===== src/rtl/sitda_pkg.sv =====
// Shared types and constants for the signed integer to decimal ASCII unit.
// Used by the controller, the datapath and the top level; no dependencies.
`default_nettype none

package sitda_pkg;

    localparam int WORD_BITS = 32;
    localparam int IN_BITS   = 32;
    localparam int DIGITS    = ((WORD_BITS - 1) * 30103) / 100000 + 1;
    localparam int BCD_BITS  = 4 * DIGITS;
    localparam int BIT_CNT_W = $clog2(WORD_BITS);
    localparam int DIG_CNT_W = $clog2(DIGITS + 1);
    localparam int CHAR_BITS = 7;

    localparam logic [CHAR_BITS-1:0] CHAR_ZERO  = 7'h30;
    localparam logic [CHAR_BITS-1:0] CHAR_MINUS = 7'h2D;

    typedef logic [WORD_BITS-1:0] t_word;
    typedef logic [BCD_BITS-1:0]  t_bcd;

    typedef struct packed {
        logic load;
        logic step;
        logic push_sign;
        logic push_digit;
        logic shift;
        logic last;
    } t_cmd;

    typedef struct packed {
        logic neg;
        logic top_zero;
        logic out_free;
    } t_sts;

endpackage

`default_nettype wire


===== src/rtl/signed_int_to_decimal_ascii_unit.sv =====
// Signed integer to decimal ASCII: one word in, its decimal text out, one character per request.
// Steps: load, bit-serial conversion (one input bit per step), sign, then the 10 digit
// positions, leading zeros skipped one per cycle; sign and digit output wait on back-pressure.
// The conversion is a bit-serial BCD converter; a new word is taken while the last character waits.
// Reset (i_rst_n low, synchronous) returns the controller to idle and empties the output register.
`default_nettype none

module signed_int_to_decimal_ascii_unit (
    input  wire logic        i_clk,
    input  wire logic        i_rst_n,
    input  wire logic        i_s_axis_tvalid,
    output logic             o_s_axis_tready,
    input  wire logic [31:0] i_s_axis_tdata,   // [31:0] value
    output logic             o_m_axis_tvalid,
    input  wire logic        i_m_axis_tready,
    output logic [7:0]       o_m_axis_tdata,   // [6:0] character, [7] zero
    output logic             o_m_axis_tlast
);

    sitda_pkg::t_cmd cmd;
    sitda_pkg::t_sts sts;
    logic [sitda_pkg::CHAR_BITS-1:0] out_char;

    sitda_ctrl u_ctrl (
        .i_clk      (i_clk),
        .i_rst_n    (i_rst_n),
        .i_in_valid (i_s_axis_tvalid),
        .o_in_ready (o_s_axis_tready),
        .i_sts      (sts),
        .o_cmd      (cmd)
    );

    sitda_dp u_dp (
        .i_clk       (i_clk),
        .i_rst_n     (i_rst_n),
        .i_value     (i_s_axis_tdata),
        .i_cmd       (cmd),
        .o_sts       (sts),
        .i_out_ready (i_m_axis_tready),
        .o_out_valid (o_m_axis_tvalid),
        .o_out_char  (out_char),
        .o_out_last  (o_m_axis_tlast)
    );

    assign o_m_axis_tdata = {1'b0, out_char};

    a_busy_after_request: assert property (@(posedge i_clk) disable iff (!i_rst_n)
        i_s_axis_tvalid && o_s_axis_tready |=> !o_s_axis_tready)
        else $error("input accepted while a conversion was starting");

    a_minus_not_last: assert property (@(posedge i_clk) disable iff (!i_rst_n)
        o_m_axis_tvalid && (out_char == sitda_pkg::CHAR_MINUS) |-> !o_m_axis_tlast)
        else $error("minus sign flagged as last character");

    a_char_legal: assert property (@(posedge i_clk) disable iff (!i_rst_n)
        o_m_axis_tvalid |-> (out_char == sitda_pkg::CHAR_MINUS) ||
            ((out_char >= sitda_pkg::CHAR_ZERO) &&
             (out_char <= sitda_pkg::CHAR_ZERO + 7'd9)))
        else $error("output character is neither a digit nor a minus sign");

    a_single_push: assert property (@(posedge i_clk) disable iff (!i_rst_n)
        !(cmd.push_sign && cmd.push_digit))
        else $error("sign and digit pushed in the same cycle");

endmodule

`default_nettype wire


===== src/rtl/sitda_dp.sv =====
// Datapath: magnitude register, shift-and-add-3 BCD converter and output register.
// Depends on sitda_pkg; driven by sitda_ctrl commands.
`default_nettype none

module sitda_dp (
    input  wire logic                             i_clk,
    input  wire logic                             i_rst_n,
    input  wire logic signed [sitda_pkg::IN_BITS-1:0] i_value,
    input  wire sitda_pkg::t_cmd                  i_cmd,
    output sitda_pkg::t_sts                       o_sts,
    input  wire logic                             i_out_ready,
    output logic                                  o_out_valid,
    output logic [sitda_pkg::CHAR_BITS-1:0]       o_out_char,
    output logic                                  o_out_last
);

    sitda_pkg::t_word r_bin;
    sitda_pkg::t_bcd  r_bcd;
    logic             r_neg;
    logic             r_o_valid;
    logic [sitda_pkg::CHAR_BITS-1:0] r_o_char;
    logic             r_o_last;

    sitda_pkg::t_word x_word;
    sitda_pkg::t_word mag;
    sitda_pkg::t_bcd  adj;
    logic [3:0]       top_digit;

    assign x_word    = sitda_pkg::t_word'(i_value);
    assign mag       = x_word[sitda_pkg::WORD_BITS-1] ? (~x_word + 1'b1) : x_word;
    assign top_digit = r_bcd[sitda_pkg::BCD_BITS-1 -: 4];

    always_comb begin
        for (int d = 0; d < sitda_pkg::DIGITS; d++) begin
            if (r_bcd[4*d +: 4] >= 4'd5) begin
                adj[4*d +: 4] = r_bcd[4*d +: 4] + 4'd3;
            end else begin
                adj[4*d +: 4] = r_bcd[4*d +: 4];
            end
        end
    end

    always_ff @(posedge i_clk) begin
        if (i_cmd.load) begin
            r_bin <= mag;
            r_bcd <= '0;
            r_neg <= x_word[sitda_pkg::WORD_BITS-1];
        end else if (i_cmd.step) begin
            r_bin <= {r_bin[sitda_pkg::WORD_BITS-2:0], 1'b0};
            r_bcd <= {adj[sitda_pkg::BCD_BITS-2:0], r_bin[sitda_pkg::WORD_BITS-1]};
        end else if (i_cmd.shift) begin
            r_bcd <= {r_bcd[sitda_pkg::BCD_BITS-5:0], 4'b0000};
        end
    end

    always_ff @(posedge i_clk) begin
        if (!i_rst_n) begin
            r_o_valid <= 1'b0;
        end else if (i_cmd.push_sign || i_cmd.push_digit) begin
            r_o_valid <= 1'b1;
        end else if (i_out_ready) begin
            r_o_valid <= 1'b0;
        end
    end

    always_ff @(posedge i_clk) begin
        if (i_cmd.push_sign) begin
            r_o_char <= sitda_pkg::CHAR_MINUS;
            r_o_last <= 1'b0;
        end else if (i_cmd.push_digit) begin
            r_o_char <= sitda_pkg::CHAR_ZERO + {3'b000, top_digit};
            r_o_last <= i_cmd.last;
        end
    end

    assign o_sts.neg      = r_neg;
    assign o_sts.top_zero = (top_digit == 4'd0);
    assign o_sts.out_free = !r_o_valid || i_out_ready;

    assign o_out_valid = r_o_valid;
    assign o_out_char  = r_o_char;
    assign o_out_last  = r_o_last;

endmodule

`default_nettype wire


===== src/rtl/sitda_ctrl.sv =====
// Controller: sequences load, bit-serial conversion and character emission.
// Depends on sitda_pkg; commands sitda_dp.
`default_nettype none

module sitda_ctrl (
    input  wire logic            i_clk,
    input  wire logic            i_rst_n,
    input  wire logic            i_in_valid,
    output logic                 o_in_ready,
    input  wire sitda_pkg::t_sts i_sts,
    output sitda_pkg::t_cmd      o_cmd
);

    typedef enum logic [1:0] {
        S_IDLE,
        S_CONV,
        S_SIGN,
        S_EMIT
    } t_state;

    t_state r_state;
    logic [sitda_pkg::BIT_CNT_W-1:0] r_bit_cnt;
    logic [sitda_pkg::DIG_CNT_W-1:0] r_dig_cnt;
    logic                            r_seen;

    logic skip;
    logic final_digit;

    assign final_digit = (r_dig_cnt == sitda_pkg::DIG_CNT_W'(1));
    assign skip        = i_sts.top_zero && !r_seen && !final_digit;

    always_comb begin
        o_cmd            = '0;
        o_in_ready       = 1'b0;
        case (r_state)
            S_IDLE: begin
                o_in_ready = 1'b1;
                o_cmd.load = i_in_valid;
            end
            S_CONV: begin
                o_cmd.step = 1'b1;
            end
            S_SIGN: begin
                o_cmd.push_sign = i_sts.neg && i_sts.out_free;
            end
            S_EMIT: begin
                o_cmd.push_digit = !skip && i_sts.out_free;
                o_cmd.shift      = skip || i_sts.out_free;
                o_cmd.last       = final_digit;
            end
            default: begin
                o_cmd = '0;
            end
        endcase
    end

    always_ff @(posedge i_clk) begin
        if (!i_rst_n) begin
            r_state   <= S_IDLE;
            r_bit_cnt <= '0;
            r_dig_cnt <= '0;
            r_seen    <= 1'b0;
        end else begin
            case (r_state)
                S_IDLE: begin
                    if (i_in_valid) begin
                        r_bit_cnt <= '0;
                        r_state   <= S_CONV;
                    end
                end
                S_CONV: begin
                    r_bit_cnt <= r_bit_cnt + 1'b1;
                    if (r_bit_cnt == sitda_pkg::BIT_CNT_W'(sitda_pkg::WORD_BITS - 1)) begin
                        r_dig_cnt <= sitda_pkg::DIG_CNT_W'(sitda_pkg::DIGITS);
                        r_seen    <= 1'b0;
                        r_state   <= S_SIGN;
                    end
                end
                S_SIGN: begin
                    if (!i_sts.neg || i_sts.out_free) begin
                        r_state <= S_EMIT;
                    end
                end
                S_EMIT: begin
                    if (skip) begin
                        r_dig_cnt <= r_dig_cnt - 1'b1;
                    end else if (i_sts.out_free) begin
                        r_seen <= 1'b1;
                        if (final_digit) begin
                            r_state <= S_IDLE;
                        end else begin
                            r_dig_cnt <= r_dig_cnt - 1'b1;
                        end
                    end
                end
                default: begin
                    r_state <= S_IDLE;
                end
            endcase
        end
    end

endmodule

`default_nettype wire


===== config.mk =====
export PLATFORM = sky130hd
export DESIGN_NAME = signed_int_to_decimal_ascii_unit
export DESIGN_NICKNAME = d
export VERILOG_FILES = /design/src/rtl/sitda_pkg.sv /design/src/rtl/signed_int_to_decimal_ascii_unit.sv /design/src/rtl/sitda_dp.sv /design/src/rtl/sitda_ctrl.sv
export SDC_FILE = /design/constraint.sdc
export NUM_CORES = 1
export LEC_CHECK = 0
export BUFFER_PORTS_ARGS = -buffer_cell sky130_fd_sc_hd__buf_2
export CAP_MARGIN = 20
export CELL_PAD_IN_SITES_DETAIL_PLACEMENT = 0
export CELL_PAD_IN_SITES_GLOBAL_PLACEMENT = 1
export CORE_MARGIN = 5
export CORE_UTILIZATION = 45
export CTS_CLUSTER_DIAMETER = 30
export CTS_CLUSTER_SIZE = 28
export DETAILED_ROUTE_END_ITERATION = 12
export GPL_ROUTABILITY_DRIVEN = 0
export PLACE_DENSITY = 0.91
export SYNTH_ARGS = -nofsm -noshare
export SYNTH_HDL_FRONTEND = slang
export SYNTH_HIERARCHICAL = 1
export SYNTH_SLANG_ARGS = --single-unit

===== constraint.sdc =====
create_clock -name i_clk -period 3.3 [get_ports i_clk]
set_input_delay 0 -clock i_clk [delete_from_list [all_inputs] [get_ports i_clk]]
set_output_delay 0 -clock i_clk [all_outputs]
set_load 0.01 [all_outputs]

## Word level (Yosys, flattened, before mapping)

Index checks and enable logic that the tools add are counted.
W data, S select, Z words.

| storage, ports and cells | value |
|---|---|
| output and inout port bits | 11 |
| register bits | 94 |

| operators by class | value |
|---|---|
| multiplexer cells | 40 |
| reduce and logical (&&, ||, !) cells | 24 |
| bitwise gates (word level) | 1 |
| magnitude comparators | 10 |
| add/sub/neg operators | 14 |
| equal/unequal tests | 13 |

Operators with widths:

| cell | count |
|---|---|
| $mux W32 | 3 |
| $mux W40 | 2 |
| $mux W4 | 13 |
| $ge A4 B3 Y1 const B | 10 |
| $add A4 B2 Y4 const B | 9 |
| $add A32 B1 Y32 const B | 1 |
| $not A32 Y32 | 1 |
| $mux W2 | 6 |
| $pmux W5 S2 | 1 |
| $reduce_bool A2 Y1 | 5 |
| $mux W1 | 9 |
| $ne A2 B1 Y1 const B | 4 |
| $pmux W2 S4 | 1 |
| $pmux W4 S2 | 1 |
| $reduce_and A4 Y1 | 2 |
| $add A6 B4 Y7 const A | 1 |
| $mux W3 | 2 |
| $reduce_and A6 Y1 | 1 |
| $add A5 B1 Y5 const B | 1 |
| $eq A5 B5 Y1 const B | 1 |
| $logic_not A1 Y1 | 5 |
| $mux W5 | 1 |
| $eq A2 B2 Y1 const B | 2 |
| $eq A4 B1 Y1 const B | 1 |
| other kinds (12) | 19 |

## Logic depth before layout (Yosys ltp)

| depth | value |
|---|---|
| depth after elaboration | 8 |
| depth in mapped cells | 11 |

## Hierarchy

Netlist, hierarchy kept.

By module, submodules not included:

| module | instances | cells an instance | area an instance (um^2) |
|---|---|---|---|
| sitda_dp | 1 | 542 | 4,778.3 |
| sitda_ctrl | 1 | 100 | 848.3 |
| signed_int_to_decimal_ascii_unit | 1 | 2 | 11.3 |

## Worst setup path before layout

OpenSTA, ideal clock, no wires.

| timing | value |
|---|---|
| kind | flip-flop to flip-flop |
| start | reg u_dp.r_bcd[36] |
| end | reg u_dp.r_bcd[22] |
| setup time | 0.086 ns |
| buffers on the path | 2 |
| stages on the path, launching flop included | 11 |
| data required time | 3.214 ns |
| arrival | 2.197 ns |
| setup slack | 1.018 ns |
| cell sequence | dfxtp_1 > inv_1 > ha_1 > nor3b_1 > and2b_1 > nand2_1 > a21oi_1 > clkbuf_1 > buf_1 > a211oi_1 > a211oi_1 |

RTL lines:

| element | RTL line | source |
|---|---|---|
| start: declaration | sitda_dp.sv:18 | `sitda_pkg::t_bcd r_bcd;` |
| start signal: assignment | sitda_dp.sv:50 | `r_bcd <= {adj[sitda_pkg::BCD_BITS-2:0], r_bin[sitda_pkg::WORD_BITS-1]};` |
| start signal: assignment | sitda_dp.sv:52 | `r_bcd <= {r_bcd[sitda_pkg::BCD_BITS-5:0], 4'b0000};` |

==> metrics.csv <==
stage,metric,value,unit
sta,min_period_over_period,74.57,%
worst_setup_path,end_kind,flip-flop,
floorplanning,rows,40,
sta,fmax,406.4,MHz
route,drt_first_pass_iters,4,
clock_network,htreeDepth,3,
synthesis,ys_warn_count,6,
floorplanning,io_pins,47,
final_layout,layout-drive-gt1-share,12.09,%
flow_run,maxCapViolCount,0,
sta,drv_slew,0,
sta,tns,0,ps
worst_setup_path,path_cells,ha_1 > or3b_1 > nand2_1 > a21oi_4 > buf_4 > nor2_1 > o21ai_0 > a21oi_1,
floorplanning,core,12160,um2
route,drc,0,
run_status,outcome,"complete, no violations",
floorplanning,die_y,121.9,um
power_and_ir_drop,vdd_ir_drop_max,0.2994,mV
placement,port_buffers,43,
global_route,track_usage,16.46,%
sta,setup_violations,0,
global_route,grt_max_degree,66,
global_route,grt_overflow,0,
global_route,grt_antenna_before_repair,0,
worst_setup_path,worstRegToRegCells,8,
power_and_ir_drop,power_leakage,2.319,nW
final_layout,nNetsFinal,731,
global_route,first_global_vias,4340,
synthesis,syn_inst,644,
clock_network,numCtsBuffers,9,
clock_network,clock_latency,340,ps
power_and_ir_drop,power.density,869.3,nW/um2
synthesis,synth_fp_nets,710,
sta,worst_pin_slew,758.8,ps
global_route,grt_first_pass_wirelength,20270,um
sta,finalClockSkew,8.880,ps
synthesis,synth_common_cells,"a21oi_1 (78), nor2_1 (76), dfxtp_1 (59), a211oi_1 (54), edfxtp_1 (33)",
synthesis,synthTopCellsByArea,"dfxtp_1 (21%), edfxtp_1 (18%), a211oi_1 (7.2%)",
worst_setup_path,path_depth,8,
clock_network,cts_num_sinks,92,
synthesis,synth_edf_count,33,
worst_hold_path,hold_start,i_s_axis_tdata[17],
sta,setup_slack,839.1,ps
worst_setup_path,start_kind,flip-flop,
synthesis,seq_area_frac_synth,38.53,%
synthesis,synth_area,5638,um2
floorplanning,initial_utilization,46.36,%
placement,dp_slack,864.2,ps
synthesis,synth_seq_cells,92,
sta,relSlewSlack,49.41,%
worst_hold_path,holdPathStages,3,
clock_network,clk_pin_slew,70,ps
synthesis,ys.flop_type,dfxtp_1,
worst_setup_path,crit_fanout,28,
clock_network,cts_root_buffer,clkbuf_16,
worst_setup_path,cpPeakStageDelay,480,ps
worst_setup_path,crit_slowest_cell,or3b_1,
sta,holdWs,65.62,ps
floorplanning,die_w,121.9,um
synthesis,yosysTopAreaCellShare,20.95,%
sta,rsz0062_at_grt,no,
route,routed_wl,11710,um
worst_setup_path,startpoint,u_ctrl/r_dig_cnt[0]$_SDFFE_PN0P_,
clock_network,cts_tree,yes,
synthesis,yosysTopAreaCell,dfxtp_1,
route,drtAntennaViolNets,0,
placement,detailed_place_hpwl,8034,um
route,drtIter0Drc,427,
synthesis,synth_most_common_cell,a21oi_1,
route,vias,4630,
worst_setup_path,cp_top_family,simple AND/OR/NAND/NOR gates,
synthesis,synth.distinct_cells,58,
sta,fin_crit,2461,ps
sta,hold_viol,0,
worst_setup_path,worst-setup-path-type,flip-flop to flip-flop,
synthesis,async_flop_share,0,%
synthesis,syn-mean-instance-area,8.755,um2
final_layout,insertedDiodeCount,0,
worst_setup_path,regToRegStartpoint,u_ctrl/r_dig_cnt[0]$_SDFFE_PN0P_,
floorplanning,die_area,14870,um2
clock_network,cts_buffer_depth,2,
worst_setup_path,path_buf_inv,1,
clock_network,cts_setup_buffers,0,
worst_hold_path,hold_path.class,primary input to flip-flop,
final_layout,area_growth,11.01,%
worst_setup_path,arrival,2720,ps
route,detail_route.vias_per_cell,5.525,
worst_setup_path,cp.required,3560,ps
route,wl_per_cell,13.98,um
layout by cell type (no fill, tap or decap), types with 2 or more instances in the layout:
| cell | n |
|---|---|
| a21oi_1 | 77 |
| nor2_1 | 76 |
| dfxtp_1 | 59 |
| a211oi_1 | 54 |
| buf_2 | 43 |
| edfxtp_1 | 33 |
| inv_1 | 32 |
| o21ai_0 | 31 |
| ha_1 | 29 |
| xor2_1 | 26 |
| nor3b_1 | 22 |
| nand2_1 | 18 |
| nor2b_1 | 16 |
| nand2b_1 | 14 |
| a32oi_1 | 11 |
| xnor2_1 | 11 |
| o31ai_1 | 10 |
| clkbuf_16 | 9 |
| nor3_1 | 9 |
| nand3_1 | 9 |
| mux2i_1 | 7 |
| nor4_1 | 6 |
| o41ai_1 | 6 |
| buf_4 | 5 |
| and3_1 | 4 |
| or4_1 | 4 |
| a211o_1 | 4 |
| conb_1 | 3 |
| dlygate4sd3_1 | 3 |
| inv_6 | 2 |
| nor4_2 | 2 |
| and2_1 | 2 |
cell type report:
type                       instances  area [um2]
sequential                        92        2172
multi-input combinational        479        3174
timing repair buffer              51       282.8
clock buffer                      10       229.0
fill                            1114        5903
clock inverter                     6       70.07
tap                              168       210.2
inverter                          32       120.1
worst reg2reg max path: cells and delay by family, from the launching register on:
family,cells,cell delay (ps)
flip-flops,1,420
adder cells (fa/ha/maj),1,160
AO/OA/AOI/OAI,3,430
AND/OR/NAND/NOR,3,1130
buffers and inverters,1,220
repair_timing:
action,CTS,global route
hold buffers,3,0
hold endpoints to repair,5,0
resized for setup,0,0
final timing paths:
path                                           to  slack, ps
setup reg to reg      u_dp/r_bcd[15]$_SDFFE_PP0P_        840
hold / removal           u_dp/r_bin[17]$_DFFE_PP_         70
setup / recovery      u_dp/r_bcd[15]$_SDFFE_PP0P_        840
hold reg to reg   u_dp/o_out_char[4]$_SDFFE_PP0P_        480
stage by stage:
stage / std cells / total power [W] / cell area [um2] / util, %
2_1_floorplan: 644 / 0.003865 / 5638 / -
3_3_place_gp: 819 / 0.004300 / 5929 / 48.76
3_5_place_dp: 819 / 0.004402 / 5929 / 48.76
4_1_cts: 838 / 0.005479 / 6259 / 51.46
5_1_grt: 838 / 0.005920 / 6259 / 51.46
6_report: 838 / 0.005440 / 6259 / 51.46
kinds of logic (layout without fill, tap and decap cells):
kind of cell | count (synthesis) | in the layout | synth area share [%]
compound gates | 209 | 209 | 24.12
simple gates | 192 | 192 | 17.84
flops | 92 | 92 | 38.53
buf+inv | 73 | 99 | 5.460
xor+xnor | 37 | 37 | 5.748
fa+ha+maj | 30 | 30 | 6.658
mux | 8 | 8 | 1.443
other cells | 3 | 3 | 0.1997
where the power goes:
group | switching, W | internal (W) | total (W)
Sequential | 0.000313 | 0.00176 | 0.00208
Combinational | 0.00140 | 0.000928 | 0.00233
Clock | 0.000444 | 0.000595 | 0.00104
Total | 0.00216 | 0.00329 | 0.00544
sequential cells by signal, summed over array words and instances (netlist names):
register / cells
u_ctrl/r_bit_cnt: 5
u_ctrl/r_dig_cnt: 4
u_ctrl/r_seen: 1
u_ctrl/r_state: 2
u_dp/o_out_char: 5
u_dp/o_out_last: 1
u_dp/o_out_valid: 1
u_dp/r_bcd: 40
u_dp/r_bin: 32
u_dp/r_neg: 1
routing by layer:
layer	routed length (um)	global-route usage, %
met1	5584	22.42
met5	0	0
met4	178	5.952
met2	5476	25.83
met3	473	3.482
No activity file was read; power rests on OpenSTA's default activity.
